<file path="src/hw/rtl/irpdt_pkg.sv">
// ----------------------------------------------------------------------------
// irpdt_pkg - shared types and constants for the IR pulse-distance transmitter
// Item structs, configuration register map, segment phases and reset timings.
// ----------------------------------------------------------------------------
package irpdt_pkg;

  localparam int unsigned TimeW      = 14;
  localparam int unsigned CodeW      = 32;
  localparam int unsigned CfgIdxW    = 3;
  localparam int unsigned CodeBitsDef = 32;

  localparam logic [TimeW-1:0] LeaderHighRst = TimeW'(9000);
  localparam logic [TimeW-1:0] LeaderLowRst  = TimeW'(4500);
  localparam logic [TimeW-1:0] MarkRst       = TimeW'(550);
  localparam logic [TimeW-1:0] OneSpaceRst   = TimeW'(1700);
  localparam logic [TimeW-1:0] ZeroSpaceRst  = TimeW'(550);

  typedef enum logic [CfgIdxW-1:0] {
    CFG_LEADER_HIGH = 3'd0,
    CFG_LEADER_LOW  = 3'd1,
    CFG_MARK        = 3'd2,
    CFG_ONE_SPACE   = 3'd3,
    CFG_ZERO_SPACE  = 3'd4
  } cfg_idx_e;

  typedef enum logic [2:0] {
    PH_IDLE    = 3'd0,
    PH_LEAD_HI = 3'd1,
    PH_LEAD_LO = 3'd2,
    PH_MARK    = 3'd3,
    PH_SPACE   = 3'd4
  } phase_e;

  typedef struct packed {
    logic             mode;
    logic [CodeW-1:0] code_word;
  } in_item_t;

  typedef struct packed {
    logic ir_level;
    logic busy_res;
    logic frame_done;
    logic load_rejected;
  } out_item_t;

  typedef struct packed {
    logic [TimeW-1:0] leader_high_time;
    logic [TimeW-1:0] leader_low_time;
    logic [TimeW-1:0] mark_time;
    logic [TimeW-1:0] one_space_time;
    logic [TimeW-1:0] zero_space_time;
  } cfg_t;

  // a zero length segment still lasts one tick
  function automatic logic [TimeW-1:0] seg_len(input logic [TimeW-1:0] t);
    seg_len = (t == '0) ? TimeW'(1) : t;
  endfunction

endpackage

</file>
<file path="src/hw/rtl/irpdt_seq.sv">
// ----------------------------------------------------------------------------
// irpdt_seq - frame sequencer
// Segment phase machine, segment timer and code shift register. Computes the
// result of one item from the current state; state advances on step_i.
// ----------------------------------------------------------------------------
module irpdt_seq #(
  parameter int unsigned CODE_BITS = irpdt_pkg::CodeBitsDef
) (
  input  logic                 clk_i,
  input  logic                 rst_ni,
  input  logic                 step_i,
  input  irpdt_pkg::in_item_t  item_i,
  input  irpdt_pkg::cfg_t      cfg_i,
  output irpdt_pkg::out_item_t res_o
);
  import irpdt_pkg::*;

  localparam int unsigned BitsW = $clog2(CODE_BITS + 1);

  phase_e               phase_q, phase_d;
  logic [TimeW-1:0]     timer_q, timer_d;
  logic [CODE_BITS-1:0] shift_q, shift_d;
  logic [BitsW-1:0]     bits_q, bits_d;
  logic [CODE_BITS-1:0] code_ext;
  logic                 seg_end;
  logic                 tick;

  generate
    if (CODE_BITS > CodeW) begin : g_ext
      assign code_ext = {{(CODE_BITS - CodeW){1'b0}}, item_i.code_word};
    end else begin : g_trunc
      assign code_ext = item_i.code_word[CODE_BITS-1:0];
    end
  endgenerate

  assign tick    = step_i && !item_i.mode && (phase_q != PH_IDLE);
  assign seg_end = (timer_q == TimeW'(1));

  // next state
  always_comb begin
    phase_d = phase_q;
    timer_d = timer_q;
    shift_d = shift_q;
    bits_d  = bits_q;
    if (step_i && item_i.mode && (phase_q == PH_IDLE)) begin
      shift_d = code_ext;
      bits_d  = BitsW'(CODE_BITS);
      phase_d = PH_LEAD_HI;
      timer_d = seg_len(cfg_i.leader_high_time);
    end else if (tick) begin
      timer_d = timer_q - TimeW'(1);
      if (seg_end) begin
        case (phase_q)
          PH_LEAD_HI: begin
            phase_d = PH_LEAD_LO;
            timer_d = seg_len(cfg_i.leader_low_time);
          end
          PH_LEAD_LO: begin
            phase_d = PH_MARK;
            timer_d = seg_len(cfg_i.mark_time);
          end
          PH_MARK: begin
            phase_d = PH_SPACE;
            timer_d = shift_q[CODE_BITS-1] ? seg_len(cfg_i.one_space_time)
                                           : seg_len(cfg_i.zero_space_time);
          end
          default: begin
            shift_d = shift_q << 1;
            bits_d  = bits_q - BitsW'(1);
            if (bits_q == BitsW'(1)) begin
              phase_d = PH_IDLE;
              timer_d = '0;
            end else begin
              phase_d = PH_MARK;
              timer_d = seg_len(cfg_i.mark_time);
            end
          end
        endcase
      end
    end
  end

  // result of this item
  always_comb begin
    res_o.ir_level      = (phase_d inside {PH_LEAD_HI, PH_MARK});
    res_o.busy_res      = (phase_d != PH_IDLE);
    res_o.frame_done    = tick && seg_end && (phase_q == PH_SPACE) &&
                          (bits_q == BitsW'(1));
    res_o.load_rejected = step_i && item_i.mode && (phase_q != PH_IDLE);
  end

  always_ff @(posedge clk_i or negedge rst_ni) begin
    if (!rst_ni) begin
      phase_q <= PH_IDLE;
      timer_q <= '0;
      shift_q <= '0;
      bits_q  <= '0;
    end else if (step_i) begin
      phase_q <= phase_d;
      timer_q <= timer_d;
      shift_q <= shift_d;
      bits_q  <= bits_d;
    end
  end

endmodule

</file>
<file path="src/hw/rtl/ir_pulse_distance_transmitter.sv">
// ----------------------------------------------------------------------------
// ir_pulse_distance_transmitter - NEC style pulse-distance IR transmitter
// Leader then CODE_BITS bits, MSB first, paced by tick items; one result each.
// ----------------------------------------------------------------------------
//  Channel   Dir  Handshake               Payload
//  in        in   in_valid_i/in_stall_o   in_data_i  (mode, code_word)
//  out       out  out_valid_o/out_stall_i out_data_o (ir_level .. load_rejected)
//  cfg       in   cfg_we_i                cfg_idx_i, cfg_data_i
//
//  One item per cycle unless stalled; result follows in the next cycle.
//  Throughput is set by the single result register; input stalls only while
//  that register holds an item that the output side is stalling.
//  Reset: timings return to 9000/4500/550/1700/550, block idle, no result.
//  Writes to indexes beyond the register list are ignored.
// ----------------------------------------------------------------------------
module ir_pulse_distance_transmitter #(
  parameter int unsigned CODE_BITS = irpdt_pkg::CodeBitsDef
) (
  input  logic                           clk_i,
  input  logic                           rst_ni,
  input  logic                           in_valid_i,
  output logic                           in_stall_o,
  input  irpdt_pkg::in_item_t            in_data_i,
  output logic                           out_valid_o,
  input  logic                           out_stall_i,
  output irpdt_pkg::out_item_t           out_data_o,
  input  logic                           cfg_we_i,
  input  logic [irpdt_pkg::CfgIdxW-1:0]  cfg_idx_i,
  input  logic [irpdt_pkg::TimeW-1:0]    cfg_data_i
);
  import irpdt_pkg::*;

  cfg_t      cfg_q;
  out_item_t res_d, res_q;
  logic      out_valid_q;
  logic      accept;

  assign in_stall_o = out_valid_q && out_stall_i;
  assign accept     = in_valid_i && !in_stall_o;

  always_ff @(posedge clk_i or negedge rst_ni) begin
    if (!rst_ni) begin
      cfg_q.leader_high_time <= LeaderHighRst;
      cfg_q.leader_low_time  <= LeaderLowRst;
      cfg_q.mark_time        <= MarkRst;
      cfg_q.one_space_time   <= OneSpaceRst;
      cfg_q.zero_space_time  <= ZeroSpaceRst;
    end else if (cfg_we_i) begin
      case (cfg_idx_i)
        CFG_LEADER_HIGH: cfg_q.leader_high_time <= cfg_data_i;
        CFG_LEADER_LOW:  cfg_q.leader_low_time  <= cfg_data_i;
        CFG_MARK:        cfg_q.mark_time        <= cfg_data_i;
        CFG_ONE_SPACE:   cfg_q.one_space_time   <= cfg_data_i;
        CFG_ZERO_SPACE:  cfg_q.zero_space_time  <= cfg_data_i;
        default: ;
      endcase
    end
  end

  irpdt_seq #(
    .CODE_BITS(CODE_BITS)
  ) u_seq (
    .clk_i  (clk_i),
    .rst_ni (rst_ni),
    .step_i (accept),
    .item_i (in_data_i),
    .cfg_i  (cfg_q),
    .res_o  (res_d)
  );

  always_ff @(posedge clk_i or negedge rst_ni) begin
    if (!rst_ni) begin
      out_valid_q <= 1'b0;
    end else if (!in_stall_o) begin
      out_valid_q <= in_valid_i;
    end
  end

  always_ff @(posedge clk_i) begin
    if (accept) begin
      res_q <= res_d;
    end
  end

  assign out_valid_o = out_valid_q;
  assign out_data_o  = res_q;

endmodule

</file>
<file path="config.mk">
export PLATFORM = sky130hd
export DESIGN_NAME = ir_pulse_distance_transmitter
export DESIGN_NICKNAME = d
export VERILOG_FILES = /design/src/hw/rtl/irpdt_pkg.sv /design/src/hw/rtl/irpdt_seq.sv /design/src/hw/rtl/ir_pulse_distance_transmitter.sv
export SDC_FILE = /design/constraint.sdc
export NUM_CORES = 1
export LEC_CHECK = 0
export ABC_AREA = 1
export BUFFER_PORTS_ARGS = -buffer_cell sky130_fd_sc_hd__clkbuf_2
export CAP_MARGIN = 5
export CORE_MARGIN = 2
export CORE_UTILIZATION = 40
export DETAILED_ROUTE_END_ITERATION = 6
export SETUP_SLACK_MARGIN = 0.5
export SLEW_MARGIN = 20
export SYNTH_ARGS = -nofsm -noshare
export SYNTH_HDL_FRONTEND = slang
export SYNTH_SLANG_ARGS = --single-unit
</file>
<file path="constraint.sdc">
create_clock -name clk_i -period 3.65 [get_ports clk_i]
set_clock_uncertainty 0.2 [all_clocks]
set_input_delay 0.1825 -clock clk_i [delete_from_list [all_inputs] [get_ports clk_i]]
set_output_delay 0.1825 -clock clk_i [all_outputs]
set_load 0.01 [all_outputs]
</file>
; After elaboration in Yosys (flattened, before gate mapping)
; Cells that the tools add are included.
[totals]
register_bits = 130
in_bits = 55
wordCells = 85
[classes]
add_sub_neg = 2
eq_ne = 13
n_mux = 24
reduce_logical = 32
[op_table]
columns = operator, count
row1 = 14-bit two-way mux, 10
row2 = 32-bit two-way mux, 4
row3 = 14-bit logical NOT, 5
row4 = 14-bit one-hot mux with 3 select lines, 1
row5 = 6-bit two-way mux, 4
row6 = 3-bit by 2-bit == test with 1-bit output (second input constant), 5
row7 = 14-bit by 1-bit == test with 1-bit output (second input constant), 1
row8 = 14-bit by 1-bit subtractor with 14-bit output (second input constant), 1
row9 = 2-bit AND reduction, 6
row10 = 1-bit logical AND, 10
row11 = 3-bit by 1-bit == test with 1-bit output (second input constant), 3
row12 = 3-bit two-way mux, 3
row13 = 3-bit one-hot mux with 3 select lines, 1
row14 = 3-bit == test (second input constant), 2
row15 = 6-bit by 1-bit == test with 1-bit output (second input constant), 1
row16 = 3-bit logical NOT, 2
row17 = 2-bit nonzero test, 3
row18 = 3-bit nonzero test, 2
row19 = 6-bit by 1-bit subtractor with 6-bit output (second input constant), 1
row20 = 4-bit AND reduction, 1
row21 = 3-bit OR reduction, 1
row22 = 1-bit logical NOT, 2
row23 = 2-bit two-way mux, 1
row24 = 2-bit by 1-bit inequality test with 1-bit output (second input constant), 1

; Longest topological paths before layout
; Gate-level depths: netlist of run 1.
[depth]
word_depth = 9
mapped_depth = 13
ltp_nobuf = 13

; Hierarchy
; From an unflattened synthesis of run 1, not the netlist that was laid out.
[unflattened]
cells_unflattened = 1016
hier_area_um2 = 7413.4
[modules_own_cells]
columns = mod, instances, cells_each, area_per_inst_um2, seq_area_each_um2
row1 = irpdt_seq, 1, 691, 4401.7, 1376.3
row2 = ir_pulse_distance_transmitter, 1, 325, 3011.6, 1925.6

; Worst setup path after synthesis of run 1
; No wires, ideal clock.
[synth_path]
path_kind = reg-to-reg
startpoint = register out_valid_q, in the netlist out_valid_o
endpoint = register res_q, in the netlist out_data_o[2], data pin
setup_ns = 0.254
arrival_time_ns = 1.489
required_ns = 3.196
path_slack_ns = 1.707
path_stages_with_launch = 12
n_path_buf = 1
period_less_slack_ns = 1.943
cell_sequence = dfrtp_1 nand2_1 nand2_1 inv_1 nand2_1 nor2_4 inv_2 buf_2 o21ai_0 a21oi_1 inv_1 nand2_1
[synth_rtl]
columns = item, line_no
row1 = "start, declared", ir_pulse_distance_transmitter.sv:35  ; logic out_valid_q;
row2 = "start signal, assigned", ir_pulse_distance_transmitter.sv:75  ; out_valid_q <= in_valid_i;
row3 = "end signal, assigned", ir_pulse_distance_transmitter.sv:81  ; res_q <= res_d;
row4 = "end, declared", ir_pulse_distance_transmitter.sv:34  ; out_item_t res_d, res_q;

; Worst setup path in the final report of run 1
[layout_path]
startpoint = input out_stall_i
endpoint = register u_seq.bits_q[3]
[layout_between]
elab_chain_len = 7
[layout_lines]
columns = item, line_no
row1 = "start, declared", ir_pulse_distance_transmitter.sv:25  ; input logic out_stall_i,
row2 = 1-bit logical AND (*), ir_pulse_distance_transmitter.sv:38  ; assign in_stall_o = out_valid_q && out_stall_i;
row3 = 1-bit logical NOT (*), n/a
row4 = 1-bit logical AND (*), ir_pulse_distance_transmitter.sv:39  ; assign accept = in_valid_i && !in_stall_o;
row5 = "1-bit logical AND, on equally long branches (2 in a row)", "irpdt_seq.sv:45, irpdt_seq.sv:36"
row6 = 2-bit by 1-bit inequality test with 1-bit output (no source line) or 2-bit nonzero test (tied branches), n/a
row7 = 4-bit AND reduction (no source line), n/a
row8 = "end signal, assigned", irpdt_seq.sv:102  ; bits_q <= bits_d;
row9 = "end, declared", irpdt_seq.sv:23  ; logic [BitsW-1:0] bits_q, bits_d;
; Every way passes the cells marked *; elsewhere a longest branch is shown, timed or not.
; A chain may end at the register's enable or synchronous reset.

==> impl_results.md, run 1 <==
- Initial antenna violation count: 0
- EDFF count, synth: 4
- Synth Warn #: 0
- Min cycle time layout: 2.64 ns
- Hold EP: out_data_o[0]$_DFFE_PN_
- Synth unique cells: 37
- Hold path start: in_valid_i
- Max Root-Sink Buffers: 2
- Mapped Cells: 815
- Rows: 46
- CP endpoint kind: register
- Drt first pass iters: 5
- Synth cell count leaders: nand2_1 (208), dfrtp_1 (103), o21ai_0 (97)
- Design Power: 5.31 mW
- Iter 0 DRT Violations: 331
- CP Launch Type: input pin
- Slowest-stage cell, CP: dlygate4sd3_1
- Cells on Worst Hold Path: 3
- Max-Cap Viols: 0
- H-tree depth: 4
- Pin count of the biggest net entering global routing: 73
- First-pass GRT wire length: 27,900 um
- Met3 usage: 0.0459
- Status: finished clean
- CP most frequent cell: nand2_1
- Min-Delay Path Class: in2reg
- RSZ-0062 raised after global routing: false
- Routability Congestion: 0.826
- IR drop worst, VDD: 0.414 mV
- Synthesized net count: 874
- Area of the multi-input gates: 2700 sq um
- Area Growth Syn to Fin: 24.2%
- Path depth of the worst reg2reg path: 10
- Die area: 17,200 sq um
- Crit path kind: in2reg
- Synth top area cells: dfrtp_1 (40%), nand2_1 (12%), dfstp_2 (9.3%)
- Synth Register Bits: 130
- Total gr overflow: 0
- Via Count: 5,590
- Vias in the first global route: 5,518
- RR Endpoint: u_seq.bits_q[3]$_DFFE_PN0P_
- DR vias/cell: 4.88
- PD cells: 661 nW/um^2
- Relative slew slack: 0.350
- Clock slew at reported path FFs: 0.06 ns
- Number of diodes: 0
- CTS tree: done
- WL/cell: 14.3 um
- R2R Path Start: out_valid_o$_DFFE_PN0N_
- Post-synthesis async set-or-reset flop share: 0.969
- Buffers on Ports: 60
- Required time worst endpoint: 3.74 ns
- Synth top area share: 0.399
- Max Fclk: 379 MHz
- Area leader, netlist: dfrtp_1
- Sequential area share after synthesis: 0.511
- CP cell instances: dlygate4sd3_1, clkbuf_2, nand2_1, nand2_1, inv_1, nand2_1, nor2_4, inv_2, nand2_4, nand3_1, nand2_1, a21oi_1
- Worst-Skew Late Latency: 0.42 ns
- Hold Vio Cnt, Final: 0
- Slew Viols, Final: 0
- Global Route met1 Usage: 0.284
- DRC viols: 0
- Syn_area_per_cell: 7.93 sq um
- Post-Route WL: 16,400 um
- Layer with the highest usage: met2
- Nets: 977
- Cell Area, Synth: 6470 sq um
- Fillers: 1,505
- TNS Setup: 0 ns
- Final Cycle Share: 0.724
- Top fanout value on the critical path: 43
- GRT Total Usage: 0.201
- CP max stage delay: 0.53 ns
- Most common cell in the netlist: nand2_1
- Predominant post-synthesis flop cell: dfrtp_1
- Die span in x: 131 um
- Leak: 3.79 nW
- Post-route ant nets: 0
- IO Count: 61
- Placeable Area: 15,800 sq um
- Arr. time, crit path: 2.73 ns
- # setup viols final: 0
- Root Buffer: clkbuf_16
- Clock buffer count from CTS: 17
- CTS sink cnt: 130
- Die Y-Extent: 131 um
- Register area: 3300 sq um
- Share of cells above drive strength 1: 0.144
- Slew of the pin with the lowest slew margin: 0.973 ns
- R2R setup slack: 1.01 ns
- Starting Density: 0.409
- Met2 Use GR: 0.312
- HPWL Detailed: 10,900 um
## worst max-delay path by stage
stage / from / slack, ns / to
finish: out_stall_i / 1.01 / u_seq.bits_q[3]$_DFFE_PN0P_
global route: out_valid_o$_DFFE_PN0N_ / 0.66 / u_seq.bits_q[3]$_DFFE_PN0P_
CTS: out_valid_o$_DFFE_PN0N_ / 0.75 / u_seq.bits_q[3]$_DFFE_PN0P_
detailed placement: out_valid_o$_DFFE_PN0N_ / 0.78 / u_seq.bits_q[3]$_DFFE_PN0P_
global placement: out_valid_o$_DFFE_PN0N_ / 0.85 / u_seq.bits_q[3]$_DFFE_PN0P_
floorplan: out_valid_o$_DFFE_PN0N_ / 1.71 / out_data_o[2]$_DFFE_PN_
## state kept, by name, indices dropped and copies added (netlist names)
register / cells
out_data_o: 4
out_valid_o: 1
u_seq.shift_q: 32
u_seq.timer_q: 14
cfg_q: 70
u_seq.phase_q: 3
u_seq.bits_q: 6
## where the power goes
group | internal, mW | total [mW] | leakage (nW) | switching [mW]
Clock | 1.07 | 1.68 | 0.284 | 0.611
Sequential | 1.92 | 2.23 | 1.53 | 0.311
Combinational | 0.549 | 1.39 | 1.98 | 0.845
## worst max-delay path: cells and delay by family
kind | cells | cell delay (ns)
simple gates | 7 | 1.36
buf+inv | 4 | 1.10
compound gates | 1 | 0.06
## final cells by class
cell class | count | area share
Sequential cell | 130 | 0.411
Tap cell | 216 | 0.0337
Clock inverter | 5 | 0.00935
Timing Repair Buffer | 114 | 0.105
Inverter | 90 | 0.0421
Multi-Input combinational cell | 565 | 0.336
Clock buffer | 26 | 0.0622
## per-layer routing
metal  vias to the layer above  wire [um]
met2                        84       7530
li1                       2897          -
met3                        13        515
met5                         -          0
met1                      2596       8180
met4                         0        154
## metrics by stage
stage	cells	cell area (sq um)	hold slack, ns	utilization	worst slack, ns
after detailed placement	1065	6950	0.0787	0.439	0.778
after floorplan	815	6470	-0.313	-	1.71
after CTS	1146	8030	0.0628	0.507	0.754
after global placement	1065	6950	0.0771	0.439	0.849
after global routing	1146	8030	0.106	0.507	0.665
final	1146	8030	0.0643	0.507	1.01
## repair_timing
action | CTS | global route
hold buffers | 50 | 0
hold endpoints to repair | 158 | 0
gates resized for setup | 0 | 1
endpoints found under the setup margin | 0 | 11
setup buffers | 0 | 0
## cell families after synthesis
kind of cell	share of synthesized area
buffers and inverters	0.0724
adders and majority gates	0.00774
and+or+nand+nor	0.240
AOI/OAI and AO/OA	0.163
xor gates and xnor gates	0.00677
DFF	0.511
## placed cells by master, fill, tap and decap left out, types with 5 or more instances in the layout
| cell type | Yosys | routed |
|---|---|---|
| clkbuf_2 | 0 | 59 |
| o211ai_1 | 8 | 8 |
| clkbuf_16 | 0 | 17 |
| clkbuf_1 | 18 | 5 |
| a21oi_1 | 42 | 42 |
| dlygate4sd3_1 | 0 | 50 |
| dfstp_2 | 23 | 23 |
| nand2_1 | 208 | 208 |
| nand4_1 | 7 | 7 |
| o21ai_0 | 97 | 97 |
| nand3_1 | 36 | 36 |
| or2_2 | 7 | 7 |
| inv_1 | 84 | 84 |
| nor3_1 | 7 | 7 |
| o221ai_1 | 22 | 22 |
| dfrtp_1 | 103 | 103 |
| nor2_1 | 90 | 90 |
Note: power is estimated with default switching activity, not from simulation.
==> inputs of run 2 (changes only) <==
==> constraint.sdc (replaced) <==
create_clock -name clk_i -period 2.2 [get_ports clk_i]
set_clock_uncertainty 0.2 [all_clocks]
set_input_delay 0.11 -clock clk_i [delete_from_list [all_inputs] [get_ports clk_i]]
set_output_delay 0.11 -clock clk_i [all_outputs]
set_load 0.01 [all_outputs]
==> impl_results.md, run 2 (same netlist as run 1, synthesis figures left out) <==
- Status: finished clean
- Top fanout value on the critical path: 7
- Post-Route WL: 21,200 um
- IR drop worst, VDD: 0.675 mV
- Post-route ant nets: 0
- Register area: 3310 sq um
- CP cell instances: nand2_2, nand2_4, nor3_4, buf_6, nand4_1, buf_6, buf_12, buf_16, nor2_2, nor2_2
- Vias in the first global route: 6,366
- Pin count of the biggest net entering global routing: 41
- Slew of the pin with the lowest slew margin: 0.575 ns
- PD cells: 1060 nW/um^2
- Area of the multi-input gates: 3250 sq um
- Starting Density: 0.409
- Max-Cap Viols: 0
- Fillers: 1,308
- Area Growth Syn to Fin: 48.2%
- Leak: 4.46 nW
- Min-Delay Path Class: in2reg
- IO Count: 61
- Drt first pass iters: 5
- Nets: 1,065
- RSZ-0062 raised after global routing: true
- Most frequent cells in the layout: nand2_1 (187), dfrtp_1 (98), o21ai_0 (83)
- Number of diodes: 0
- CP Launch Type: register
- Required time worst endpoint: 2.31 ns
- Placeable Area: 15,800 sq um
- # setup viols final: 0
- Most common cell after layout, fill and taps aside: nand2_1
- Clock slew at reported path FFs: 0.06 ns
- Clock buffer count from CTS: 17
- Worst-Skew Late Latency: 0.43 ns
- DR vias/cell: 5.25
- WL/cell: 17.2 um
- CTS tree: done
- Crit path kind: reg2reg
- Root Buffer: clkbuf_16
- Relative slew slack: 0.617
- Die Y-Extent: 131 um
- Initial antenna violation count: 0
- GRT Total Usage: 0.247
- Max Fclk: 500 MHz
- Die span in x: 131 um
- CP endpoint kind: register
- Iter 0 DRT Violations: 465
- Biggest regs: cfg_q (70), u_seq.shift_q (32), u_seq.timer_q (14)
- First-pass GRT wire length: 33,500 um
- Design Power: 10.2 mW
- Final Cycle Share: 0.909
- Hold Vio Cnt, Final: 0
- Arr. time, crit path: 2.11 ns
- Number of flip-flops in the largest register: 70
- CTS sink cnt: 130
- Buffers on Ports: 60
- Via Count: 6,477
- Share of cells above drive strength 1: 0.317
- Slew Viols, Final: 0
- Largest Register: cfg_q
- CP max stage delay: 0.39 ns
- Die area: 17,200 sq um
- Rows: 46
- DRC viols: 0
- H-tree depth: 4
- Total gr overflow: 0
- Slowest-stage cell, CP: dfrtp_1
- Routability Congestion: 0.868
- Min cycle time layout: 2.00 ns
- HPWL Detailed: 12,300 um
- Max Root-Sink Buffers: 2
- Util after Layout: 0.605
[run 2: routing by layer]
metal / wire (um) / share of wire / global-route usage / vias up
li1: - / - / - / 3088
met5: 0 / 0 / 0 / -
met1: 9400 / 0.44 / 0.335 / 3159
met2: 10200 / 0.48 / 0.401 / 198
met4: 425 / 0.020 / 0.0761 / 0
met3: 1150 / 0.054 / 0.0486 / 32
[run 2: metrics by stage]
step           TNS, ns  cell area [sq um]  worst slack [ns]  hold WS, ns  instances
4_1_cts              0               9280             0.341      -0.0262       1224
3_3_place_gp     -9.33               7320            -0.287      -0.0591       1091
2_1_floorplan        0               6650             0.413       -0.386        815
3_5_place_dp    -10.73               7320            -0.377      -0.0593       1091
6_report             0               9580             0.201       0.0171       1234
5_1_grt              0               9580             0.129       0.0468       1234
[run 2: power breakdown]
group	leakage [nW]	switching (mW)	total, mW	internal [mW]
registers	1.53	0.567	3.76	3.19
logic	2.67	2.04	3.66	1.62
clock network	0.269	1.06	2.74	1.68
total	4.46	3.67	10.2	6.49
[run 2: repair_timing]
action                                 CTS  global route
endpoints found under the hold margin  216             0
hold buffers                            51             0
setup endpoints to repair               57            57
gates resized for setup                 90            64
setup buffers                           41             7
pin swaps                               25            30
gates cloned                            10             3
[run 2: worst max-delay path: cells and delay by family, from the launching register on]
family	cells	cell delay, ns
simple gates	6	0.69
buf+inv	4	0.61
flops	1	0.39
[run 2: worst paths after layout]
check	from	endpoint	slack [ns]	depth (start not counted)
max	out_valid_o$_DFFE_PN0N_	u_seq.shift_q[2]$_DFFE_PN0P_	0.20	10
min	cfg_idx_i[2]	cfg_q[5]$_DFFE_PN1P_	0.02	5
max reg2reg	out_valid_o$_DFFE_PN0N_	u_seq.shift_q[2]$_DFFE_PN0P_	0.20	10
min reg2reg	cfg_q[29]$_DFFE_PN1P_	cfg_q[29]$_DFFE_PN1P_	0.30	2
max in group asynchronous	rst_ni	u_seq.shift_q[10]$_DFFE_PN0P_	1.05	3
min in group asynchronous	rst_ni	cfg_q[17]$_DFFE_PN0P_	0.03	2
[run 2: layout make-up]
class,instances,share of cell area
well taps,216,0.0282
multi-input cells,568,0.339
clock buffers,21,0.0470
clock inverters,10,0.0116
flip-flops and latches,130,0.345
repair inverters,1,0.000522
repair buffers,198,0.189
inverters,90,0.0400
